File: config.mk
export PLATFORM = sky130hd
export DESIGN_NAME = pixel_normalize_channel_permute_flat
export DESIGN_NICKNAME = d
export VERILOG_FILES = /design/src/design/pnc_pkg.sv /design/src/design/pnc_stream_if.sv /design/src/design/pnc_cfg_regs.sv /design/src/design/pnc_position.sv /design/src/design/pnc_compute.sv /design/src/design/pixel_normalize_channel_permute.sv /design/src/flat_wrapper.sv
export SDC_FILE = /design/constraint.sdc
export NUM_CORES = 2
export LEC_CHECK = 0
export ABC_AREA = 1
export BUFFER_PORTS_ARGS = -buffer_cell sky130_fd_sc_hd__buf_2
export CORE_MARGIN = 3
export CORE_UTILIZATION = 58
export DETAILED_ROUTE_END_ITERATION = 7
export GPL_ROUTABILITY_DRIVEN = 0
export PLACE_DENSITY = 0.77
export SLEW_MARGIN = 30
export SYNTH_ARGS = -nofsm -noshare
export SYNTH_HDL_FRONTEND = slang
export SYNTH_SLANG_ARGS = --single-unit
File: constraint.sdc
create_clock -name clk -period 7.7 [get_ports clk]
set_input_delay 1.54 -clock clk [delete_from_list [all_inputs] [get_ports clk]]
set_output_delay 1.54 -clock clk [all_outputs]
set_load 0.005 [all_outputs]
File: src/design/pnc_pkg.sv
`default_nettype none

package pnc_pkg;

    // fixed shape of the block
    localparam int NUM_CHANNELS = 3;
    localparam int MAX_DIM      = 4096;

    localparam int PIX_W        = 8;
    localparam int CH_W         = 2;
    localparam int CNT_W        = $clog2(MAX_DIM);
    localparam int DIM_W        = CNT_W + 1;
    localparam int AREA_W       = 2 * CNT_W + 1;
    localparam int IDX_W        = 26;
    localparam int MEAN_W       = 16;
    localparam int SCALE_W      = 24;
    localparam int NORM_W       = 24;
    localparam int DIFF_W       = MEAN_W + 1;
    localparam int PROD_W       = DIFF_W + SCALE_W + 1;
    localparam int FRAC_SHIFT   = 16;
    localparam int QUOT_W       = PROD_W - FRAC_SHIFT;

    localparam int CFG_IDX_W    = 3;
    localparam int CFG_DATA_W   = 24;

    // register map
    localparam logic [CFG_IDX_W-1:0] REG_IMAGE_HEIGHT = 3'd0;
    localparam logic [CFG_IDX_W-1:0] REG_IMAGE_WIDTH  = 3'd1;
    localparam logic [CFG_IDX_W-1:0] REG_MEAN_CH0     = 3'd2;
    localparam logic [CFG_IDX_W-1:0] REG_MEAN_CH1     = 3'd3;
    localparam logic [CFG_IDX_W-1:0] REG_MEAN_CH2     = 3'd4;
    localparam logic [CFG_IDX_W-1:0] REG_SCALE_CH0    = 3'd5;
    localparam logic [CFG_IDX_W-1:0] REG_SCALE_CH1    = 3'd6;
    localparam logic [CFG_IDX_W-1:0] REG_SCALE_CH2    = 3'd7;

    // register reset values
    localparam logic [DIM_W-1:0]   DIM_RESET   = 13'd1;
    localparam logic [MEAN_W-1:0]  MEAN_RESET  = 16'd0;
    localparam logic [SCALE_W-1:0] SCALE_RESET = 24'd65536;

    localparam logic signed [NORM_W-1:0] NORM_MAX = 24'sh7FFFFF;
    localparam logic signed [NORM_W-1:0] NORM_MIN = 24'sh800000;

    typedef struct packed {
        logic [DIM_W-1:0]                          height;
        logic [DIM_W-1:0]                          width;
        logic [AREA_W-1:0]                         area;
        logic [NUM_CHANNELS-1:0][MEAN_W-1:0]       mean;
        logic [NUM_CHANNELS-1:0][SCALE_W-1:0]      scale;
    } cfg_t;

    typedef struct packed {
        logic [CH_W-1:0]  chan;
        logic [CNT_W-1:0] row;
        logic [CNT_W-1:0] col;
        logic             last;
    } pos_t;

    // zero reads as one, anything above the largest size reads as the largest size
    function automatic logic [DIM_W-1:0] clamp_dim(input logic [DIM_W-1:0] v);
        logic [DIM_W-1:0] r;
        begin
            if (v == '0)
                r = DIM_W'(1);
            else if (v > DIM_W'(MAX_DIM))
                r = DIM_W'(MAX_DIM);
            else
                r = v;
            return r;
        end
    endfunction

endpackage

`default_nettype wire

File: src/design/pnc_stream_if.sv
`default_nettype none

interface pnc_pixel_if;
    logic                      valid;
    logic                      ready;
    logic [pnc_pkg::PIX_W-1:0] pixel_byte;

    modport source (output valid, output pixel_byte, input ready);
    modport sink   (input valid, input pixel_byte, output ready);
endinterface

interface pnc_norm_if;
    logic                              valid;
    logic                              ready;
    logic [pnc_pkg::IDX_W-1:0]         out_index;
    logic signed [pnc_pkg::NORM_W-1:0] norm_value;
    logic                              image_last;

    modport source (output valid, output out_index, output norm_value, output image_last,
                    input ready);
    modport sink   (input valid, input out_index, input norm_value, input image_last,
                    output ready);
endinterface

`default_nettype wire

File: src/design/pnc_cfg_regs.sv
`default_nettype none

module pnc_cfg_regs (
    input  wire logic                               clk,
    input  wire logic                               rst_n,
    input  wire logic                               cfg_we,
    input  wire logic [pnc_pkg::CFG_IDX_W-1:0]      cfg_index,
    input  wire logic [pnc_pkg::CFG_DATA_W-1:0]     cfg_data,
    output pnc_pkg::cfg_t                           cfg
);

    logic [pnc_pkg::DIM_W-1:0]                                   height_reg;
    logic [pnc_pkg::DIM_W-1:0]                                   width_reg;
    logic [pnc_pkg::NUM_CHANNELS-1:0][pnc_pkg::MEAN_W-1:0]       mean_reg;
    logic [pnc_pkg::NUM_CHANNELS-1:0][pnc_pkg::SCALE_W-1:0]      scale_reg;
    logic [pnc_pkg::AREA_W-1:0]                                  area_reg;
    logic [pnc_pkg::AREA_W-1:0]                                  area_next;
    logic [pnc_pkg::DIM_W-1:0]                                   height_eff;
    logic [pnc_pkg::DIM_W-1:0]                                   width_eff;

    always_ff @(posedge clk or negedge rst_n)
    begin
        if (!rst_n)
        begin
            height_reg <= pnc_pkg::DIM_RESET;
            width_reg  <= pnc_pkg::DIM_RESET;
            mean_reg   <= {pnc_pkg::NUM_CHANNELS{pnc_pkg::MEAN_RESET}};
            scale_reg  <= {pnc_pkg::NUM_CHANNELS{pnc_pkg::SCALE_RESET}};
        end
        else if (cfg_we)
        begin
            case (cfg_index)
                pnc_pkg::REG_IMAGE_HEIGHT: height_reg   <= cfg_data[pnc_pkg::DIM_W-1:0];
                pnc_pkg::REG_IMAGE_WIDTH:  width_reg    <= cfg_data[pnc_pkg::DIM_W-1:0];
                pnc_pkg::REG_MEAN_CH0:     mean_reg[0]  <= cfg_data[pnc_pkg::MEAN_W-1:0];
                pnc_pkg::REG_MEAN_CH1:     mean_reg[1]  <= cfg_data[pnc_pkg::MEAN_W-1:0];
                pnc_pkg::REG_MEAN_CH2:     mean_reg[2]  <= cfg_data[pnc_pkg::MEAN_W-1:0];
                pnc_pkg::REG_SCALE_CH0:    scale_reg[0] <= cfg_data[pnc_pkg::SCALE_W-1:0];
                pnc_pkg::REG_SCALE_CH1:    scale_reg[1] <= cfg_data[pnc_pkg::SCALE_W-1:0];
                pnc_pkg::REG_SCALE_CH2:    scale_reg[2] <= cfg_data[pnc_pkg::SCALE_W-1:0];
                default: ;
            endcase
        end
    end

    assign height_eff = pnc_pkg::clamp_dim(height_reg);
    assign width_eff  = pnc_pkg::clamp_dim(width_reg);

    // plane size, registered from the clamped dimension registers
    assign area_next = pnc_pkg::AREA_W'(height_eff) * pnc_pkg::AREA_W'(width_eff);

    always_ff @(posedge clk or negedge rst_n)
    begin
        if (!rst_n)
            area_reg <= pnc_pkg::AREA_W'(1);
        else
            area_reg <= area_next;
    end

    always_comb
    begin
        cfg.height = height_eff;
        cfg.width  = width_eff;
        cfg.area   = area_reg;
        cfg.mean   = mean_reg;
        cfg.scale  = scale_reg;
    end

endmodule

`default_nettype wire

File: src/design/pnc_position.sv
`default_nettype none

module pnc_position (
    input  wire logic                           clk,
    input  wire logic                           rst_n,
    input  wire logic                           advance,
    input  wire logic [pnc_pkg::DIM_W-1:0]      height,
    input  wire logic [pnc_pkg::DIM_W-1:0]      width,
    output pnc_pkg::pos_t                       pos
);

    logic [pnc_pkg::CH_W-1:0]  chan_reg, chan_next;
    logic [pnc_pkg::CNT_W-1:0] col_reg, col_next;
    logic [pnc_pkg::CNT_W-1:0] row_reg, row_next;
    logic                      last_ch, last_col, last_row;

    // a counter at or past its bound counts as being on the last position
    assign last_ch  = ({1'b0, chan_reg} + 3'd1) >= 3'(pnc_pkg::NUM_CHANNELS);
    assign last_col = ({1'b0, col_reg} + pnc_pkg::DIM_W'(1)) >= width;
    assign last_row = ({1'b0, row_reg} + pnc_pkg::DIM_W'(1)) >= height;

    always_comb
    begin
        chan_next = chan_reg;
        col_next  = col_reg;
        row_next  = row_reg;
        if (!last_ch)
            chan_next = chan_reg + 2'd1;
        else
        begin
            chan_next = '0;
            if (!last_col)
                col_next = col_reg + pnc_pkg::CNT_W'(1);
            else
            begin
                col_next = '0;
                if (!last_row)
                    row_next = row_reg + pnc_pkg::CNT_W'(1);
                else
                    row_next = '0;
            end
        end
    end

    always_ff @(posedge clk or negedge rst_n)
    begin
        if (!rst_n)
        begin
            chan_reg <= '0;
            col_reg  <= '0;
            row_reg  <= '0;
        end
        else if (advance)
        begin
            chan_reg <= chan_next;
            col_reg  <= col_next;
            row_reg  <= row_next;
        end
    end

    always_comb
    begin
        pos.chan = chan_reg;
        pos.row  = row_reg;
        pos.col  = col_reg;
        pos.last = last_ch && last_col && last_row;
    end

endmodule

`default_nettype wire

File: src/design/pnc_compute.sv
`default_nettype none

module pnc_compute (
    input  wire logic [pnc_pkg::PIX_W-1:0]          pixel_byte,
    input  wire pnc_pkg::pos_t                      pos,
    input  wire pnc_pkg::cfg_t                      cfg,
    output logic [pnc_pkg::IDX_W-1:0]               out_index,
    output logic signed [pnc_pkg::NORM_W-1:0]       norm_value
);

    logic [pnc_pkg::AREA_W-1:0]              row_off;
    logic [pnc_pkg::IDX_W-1:0]               plane_off;
    logic [pnc_pkg::CH_W-1:0]                cidx;
    logic [pnc_pkg::MEAN_W-1:0]              mean_sel;
    logic [pnc_pkg::SCALE_W-1:0]             scale_sel;
    logic signed [pnc_pkg::DIFF_W-1:0]       diff;
    logic signed [pnc_pkg::PROD_W-1:0]       prod;
    logic signed [pnc_pkg::QUOT_W-1:0]       quot;

    // planar index
    assign row_off = pnc_pkg::AREA_W'(pos.row) * pnc_pkg::AREA_W'(cfg.width);

    always_comb
    begin
        case (pos.chan)
            2'd0:    plane_off = '0;
            2'd1:    plane_off = pnc_pkg::IDX_W'(cfg.area);
            2'd2:    plane_off = pnc_pkg::IDX_W'({cfg.area, 1'b0});
            default: plane_off = pnc_pkg::IDX_W'(cfg.area) + pnc_pkg::IDX_W'({cfg.area, 1'b0});
        endcase
    end

    assign out_index = plane_off + pnc_pkg::IDX_W'(row_off) + pnc_pkg::IDX_W'(pos.col);

    // normalization
    assign cidx      = (pos.chan == 2'd3) ? 2'd2 : pos.chan;
    assign mean_sel  = cfg.mean[cidx];
    assign scale_sel = cfg.scale[cidx];

    assign diff = $signed({1'b0, pixel_byte, 8'd0}) - $signed({1'b0, mean_sel});
    assign prod = pnc_pkg::PROD_W'(diff) * pnc_pkg::PROD_W'($signed({1'b0, scale_sel}));

    // arithmetic shift gives floor
    assign quot = pnc_pkg::QUOT_W'(prod >>> pnc_pkg::FRAC_SHIFT);

    // in range when the bits above the result all match its sign
    always_comb
    begin
        if (!quot[pnc_pkg::QUOT_W-1] && (quot[pnc_pkg::QUOT_W-2:pnc_pkg::NORM_W-1] != '0))
            norm_value = pnc_pkg::NORM_MAX;
        else if (quot[pnc_pkg::QUOT_W-1] && (quot[pnc_pkg::QUOT_W-2:pnc_pkg::NORM_W-1] != '1))
            norm_value = pnc_pkg::NORM_MIN;
        else
            norm_value = quot[pnc_pkg::NORM_W-1:0];
    end

endmodule

`default_nettype wire

File: src/design/pixel_normalize_channel_permute.sv
// an accepted pixel request passes through the input register, then the result register, to norm_out
// throughput: one pixel byte per cycle, sustained while norm_out is taken every cycle
// the rate is set by the input register / result register pair around the datapath
// reset (rst_n low, asynchronous): pipeline empties, position counters go to zero,
// registers return to height 1, width 1, means 0, scales 1.0
`default_nettype none

module pixel_normalize_channel_permute (
    input  wire logic                               clk,
    input  wire logic                               rst_n,
    input  wire logic                               cfg_we,
    input  wire logic [pnc_pkg::CFG_IDX_W-1:0]      cfg_index,
    input  wire logic [pnc_pkg::CFG_DATA_W-1:0]     cfg_data,
    pnc_pixel_if.sink                               pixel_in,
    pnc_norm_if.source                              norm_out
);

    pnc_pkg::cfg_t  cfg;
    pnc_pkg::pos_t  pos;

    // input stage
    logic                               in_valid_reg, in_valid_next;
    logic [pnc_pkg::PIX_W-1:0]          in_byte_reg;
    pnc_pkg::pos_t                      in_pos_reg;

    // result stage
    logic                               out_valid_reg, out_valid_next;
    logic [pnc_pkg::IDX_W-1:0]          out_index_reg;
    logic signed [pnc_pkg::NORM_W-1:0]  out_norm_reg;
    logic                               out_last_reg;

    logic                               out_load;
    logic                               in_ready;
    logic                               accept;
    logic [pnc_pkg::IDX_W-1:0]          calc_index;
    logic signed [pnc_pkg::NORM_W-1:0]  calc_norm;

    // register file, clamped dimensions and plane size
    pnc_cfg_regs u_cfg (
        .clk       (clk),
        .rst_n     (rst_n),
        .cfg_we    (cfg_we),
        .cfg_index (cfg_index),
        .cfg_data  (cfg_data),
        .cfg       (cfg)
    );

    // row / column / channel counters, stepped on every accepted request
    pnc_position u_pos (
        .clk     (clk),
        .rst_n   (rst_n),
        .advance (accept),
        .height  (cfg.height),
        .width   (cfg.width),
        .pos     (pos)
    );

    // index and normalized value from the input stage
    pnc_compute u_calc (
        .pixel_byte (in_byte_reg),
        .pos        (in_pos_reg),
        .cfg        (cfg),
        .out_index  (calc_index),
        .norm_value (calc_norm)
    );

    // result register is free when empty or being taken this cycle
    assign out_load = !out_valid_reg || norm_out.ready;
    // input register frees when it moves on to the result register
    assign in_ready = !in_valid_reg || out_load;
    assign accept   = pixel_in.valid && in_ready;

    assign pixel_in.ready = in_ready;

    always_comb
    begin
        in_valid_next = in_valid_reg;
        if (accept)
            in_valid_next = 1'b1;
        else if (out_load)
            in_valid_next = 1'b0;

        out_valid_next = out_valid_reg;
        if (out_load)
            out_valid_next = in_valid_reg;
    end

    always_ff @(posedge clk or negedge rst_n)
    begin
        if (!rst_n)
        begin
            in_valid_reg  <= 1'b0;
            out_valid_reg <= 1'b0;
        end
        else
        begin
            in_valid_reg  <= in_valid_next;
            out_valid_reg <= out_valid_next;
        end
    end

    // capture byte together with the position it belongs to
    always_ff @(posedge clk)
    begin
        if (accept)
        begin
            in_byte_reg <= pixel_in.pixel_byte;
            in_pos_reg  <= pos;
        end
    end

    always_ff @(posedge clk)
    begin
        if (out_load && in_valid_reg)
        begin
            out_index_reg <= calc_index;
            out_norm_reg  <= calc_norm;
            out_last_reg  <= in_pos_reg.last;
        end
    end

    assign norm_out.valid      = out_valid_reg;
    assign norm_out.out_index  = out_index_reg;
    assign norm_out.norm_value = out_norm_reg;
    assign norm_out.image_last = out_last_reg;

    // an accepted request always lands in the input register
    a_accept_fills_input: assert property (@(posedge clk) disable iff (!rst_n)
        accept |=> in_valid_reg)
        else $error("accepted request missing from input stage");

    // a waiting input item moves into a free result register
    a_input_moves_on: assert property (@(posedge clk) disable iff (!rst_n)
        in_valid_reg && out_load |=> out_valid_reg)
        else $error("input stage item lost on the way to the result register");

    // the end of an image only falls on the last channel
    a_last_on_last_channel: assert property (@(posedge clk) disable iff (!rst_n)
        pos.last |-> (pos.chan == 2'(pnc_pkg::NUM_CHANNELS - 1)))
        else $error("image end flagged away from the last channel");

    // channel counter never leaves its range
    a_channel_range: assert property (@(posedge clk) disable iff (!rst_n)
        accept |=> (pos.chan != 2'd3))
        else $error("channel counter out of range");

endmodule

`default_nettype wire

File: src/flat_wrapper.sv
// flat-port wrapper written by rule: the top's interface ports become plain ports
module pixel_normalize_channel_permute_flat 
  (clk, rst_n, cfg_we, cfg_index, cfg_data, pixel_in_valid, pixel_in_pixel_byte, pixel_in_ready, norm_out_valid, norm_out_out_index, norm_out_norm_value, norm_out_image_last, norm_out_ready);
  pnc_pixel_if pixel_in_i ();
  pnc_norm_if norm_out_i ();
  input  wire logic clk;
  input  wire logic rst_n;
  input  wire logic cfg_we;
  input  wire logic [pnc_pkg::CFG_IDX_W-1:0] cfg_index;
  input  wire logic [pnc_pkg::CFG_DATA_W-1:0] cfg_data;
  input wire logic [$bits(pixel_in_i.valid)-1:0] pixel_in_valid;
  input wire logic [$bits(pixel_in_i.pixel_byte)-1:0] pixel_in_pixel_byte;
  output wire logic [$bits(pixel_in_i.ready)-1:0] pixel_in_ready;
  output wire logic [$bits(norm_out_i.valid)-1:0] norm_out_valid;
  output wire logic [$bits(norm_out_i.out_index)-1:0] norm_out_out_index;
  output wire logic [$bits(norm_out_i.norm_value)-1:0] norm_out_norm_value;
  output wire logic [$bits(norm_out_i.image_last)-1:0] norm_out_image_last;
  input wire logic [$bits(norm_out_i.ready)-1:0] norm_out_ready;
  assign pixel_in_i.valid = pixel_in_valid;
  assign pixel_in_i.pixel_byte = pixel_in_pixel_byte;
  assign pixel_in_ready = pixel_in_i.ready;
  assign norm_out_valid = norm_out_i.valid;
  assign norm_out_out_index = norm_out_i.out_index;
  assign norm_out_norm_value = norm_out_i.norm_value;
  assign norm_out_image_last = norm_out_i.image_last;
  assign norm_out_i.ready = norm_out_ready;
  pixel_normalize_channel_permute u_core (.clk(clk), .rst_n(rst_n), .cfg_we(cfg_we), .cfg_index(cfg_index), .cfg_data(cfg_data), .pixel_in(pixel_in_i), .norm_out(norm_out_i));
endmodule
==> impl_metrics.csv <==
group,metric,value,unit
synth,synth-xor-area-share,1.99,%
die,row_count,94,
critical_path,required,8020,ps
timing,setup_violations,23,
timing,slew_viol_final,0,
worst_hold_path,worstHoldPathCells,0,
worst_hold_path,min_from,"u_core.in_pos_reg[0]$_DFFE_PP_",
grt,groute.usage.overall,30.7,%
synth,synth_top_family_by_area,"adder cells",
placed_design,io_buffer_count,92,
critical_path,r2r-end,"u_core.norm_out.norm_value[19]$_SDFFCE_PP1P_",
grt,overflow,0,
synth,synthDistinctLibCells,56,
route,via_per_inst,5.74,
cells_and_area,final_net_count,5916,
synth,synth_adder_area_share,41.5,%
synth,synth_flop_cell,"dfrtp_1",
clocking,clockBufferDepth,3,
cells_and_area,drive_gt1_share,14.2,%
synth,yosys_warnings,0,
critical_path,startpoint_type,"flop",
clocking,cts_buffers,34,
critical_path,r2r_slack,-180,ps
timing,slew_headroom,43.4,%
cells_and_area,syn2layout_area_growth,13.8,%
timing,rsz0062_at_grt,"true",
die,core_region_area,0.0662,sq mm
route,post_drt_wl_per_cell,19.2,um
grt,grt_pass1_wl,172000,um
die,die_w,266,um
critical_path,cp_slowest_cell,"fa_1",
run_status,status,"complete, but fails checks",
clocking,cts.sinks,285,
die,die_h,266,um
route,drt_iter0_drc,3129,
synth,synthTopCellsByArea,"fa_1 30%, dfrtp_1 12%, ha_1 11%",
synth,synthCells,4721,
timing,worst_pin_slew,849,ps
clocking,cts_root_buf,"clkbuf_16",
critical_path,worst-setup-path-type,"reg2reg",
synth,synth_compound_area_share,7.75,%
synth,ys_seq_area_share,19.4,%
route,postRouteAntennaNets,0,
die,ios,93,
grt,antenna_found_initial,4,
critical_path,ff2ff_path_depth,41,
timing,hold_ws,428,ps
synth,synthMuxAreaShare,0,%
synth,synth-async-reset-ratio,69.8,%
timing,finalHoldViolations,0,
worst_hold_path,hold_path_class,"reg2reg",
clocking,htreeDepth,2,
cells_and_area,final_core_util,67.2,%
timing,finalWorstSetupSlack,-179,ps
die,die_area,0.0705,sq mm
critical_path,slowest_delay,580,ps
synth,synth_fp_nets,5702,
timing,fmax,127,MHz
route,routed_wl,112000,um
critical_path,worstPathArrival,8200,ps
synth,synth_area,0.0391,sq mm
cells_and_area,largest_reg_flops,120,
grt,grt_pass1_vias,33100,
synth,syn_avg_cell_area,8.28,sq um
synth,yosys.area_share.simple,17.8,%
clocking,clkLatencyLatePin,590,ps
clocking,path_clk_slew,60,ps
clocking,ctsHoldBuffers,0,
critical_path,cp-end-kind,"flop",
route,drcViolationCount,0,
timing,min_period_over_period,102,%
clocking,cts_tree,"done",
critical_path,critPathMaxFanout,11,
synth,synth_top_area_share,30.3,%
synth,synth.most_common_cell,"inv_1",
grt,grt_max_degree,68,
run_status,failed_checks,"setup timing",
synth,yosys-top-cells-count,"1,008 x inv_1, 970 x nand2_1, 592 x fa_1",
flow_run,maxCapViolCount,0,
synth,synth_top_area_cell,"fa_1",
timing,fin_worst_skew,29.9,ps
placed_design,hpwl,86300,um
synth,synth-edff-count,86,
worst_hold_path,holdPathEnd,"u_core.norm_out.image_last$_DFFE_PP_",
timing,period_needed,7880,ps
route,vias,33400,
route,dr.pass1.iters,7,
critical_path,worstReg2RegStart,"u_core.in_pos_reg[25]$_DFFE_PP_",
synth,ys_seq_elements,285,
die,start_util,59.0,%
==> metrics by stage <==
stage,TNS (ps),setup slack (ps),cell area (sq um),std cells
6_report,-3260,-179,44500,5828
5_1_grt,-8370,-399,44500,5826
4_1_cts,0,4.18,42700,5767
3_5_place_dp,-1360,-80.2,41500,5700
3_3_place_gp,0,154,41400,5699
2_1_floorplan,0,7.51,39100,4721
==> cells by family after synthesis <==
family	Yosys count
and+or+nand+nor	1682
DFF	285
adders and majority gates	941
AOI/OAI and AO/OA	549
xor gates and xnor gates	87
buffers and inverters	1177
==> cell type report <==
cell class,count,area [sq um]
diodes,3,7.51
clock inverters,18,229
fillers,5047,21700
repair buffers,325,2640
flip-flops and latches,285,7570
well taps,864,1080
multi-input cells,3260,28100
repair inverters,1,6.26
clock buffers,44,948
inverters,1028,3870
==> cells in the final DEF, fill, tap and decap left out, types with 25 or more instances in the layout <==
| cell type | n |
|---|---|
| buf_2 | 91 |
| a21oi_1 | 129 |
| dfrtp_1 | 193 |
| ha_1 | 322 |
| nand2_2 | 51 |
| nor2_1 | 363 |
| nand3_2 | 27 |
| nand2_1 | 926 |
| xor2_1 | 62 |
| inv_2 | 27 |
| or2_2 | 28 |
| nand2_4 | 25 |
| fa_1 | 583 |
| inv_1 | 983 |
| buf_4 | 196 |
| edfxtp_1 | 86 |
| nor2_2 | 34 |
| nor3_1 | 27 |
| o21ai_0 | 253 |
| nand3_1 | 132 |
| clkbuf_16 | 42 |
==> critical path: cells and delay by family (launching register included) <==
family | cells | cell delay (ps)
adders and majority gates | 7 | 3270
and+or+nand+nor | 16 | 1660
buffers and inverters | 13 | 1400
AOI/OAI and AO/OA | 5 | 760
DFF | 1 | 510
==> how the worst max path moves through the flow <==
stage                                                         endpoint                            start  cells after the start
after floorplan           u_core.norm_out.norm_value[10]$_SDFFCE_PP1P_  u_core.in_pos_reg[25]$_DFFE_PP_                     43
after global placement    u_core.norm_out.norm_value[20]$_SDFFCE_PP1P_  u_core.in_pos_reg[25]$_DFFE_PP_                     38
after detailed placement  u_core.norm_out.norm_value[20]$_SDFFCE_PP1P_  u_core.in_pos_reg[25]$_DFFE_PP_                     40
after CTS                 u_core.norm_out.norm_value[20]$_SDFFCE_PP1P_  u_core.in_pos_reg[25]$_DFFE_PP_                     34
after global routing      u_core.norm_out.norm_value[11]$_SDFFCE_PP1P_  u_core.in_pos_reg[25]$_DFFE_PP_                     40
final                     u_core.norm_out.norm_value[19]$_SDFFCE_PP1P_  u_core.in_pos_reg[25]$_DFFE_PP_                     41
==> routing by layer <==
layer,wire [um],GRT usage (%),up-vias
met5,21,0,-
met4,6140,12.2,4
met3,12200,7.18,464
met2,51300,49.9,1892
met1,42300,40.3,16200
li1,-,-,14900
==> what timing repair did <==
item,in CTS,in global routing
gates resized for setup,4,286
hold endpoints to repair,0,0
buffers inserted,5,46
gates cloned,0,12
endpoints found under the setup margin,23,26
pin swaps,3,77
Power is not shown: default switching activity piles up to over one toggle a cycle in this logic, so the estimate is an artifact.
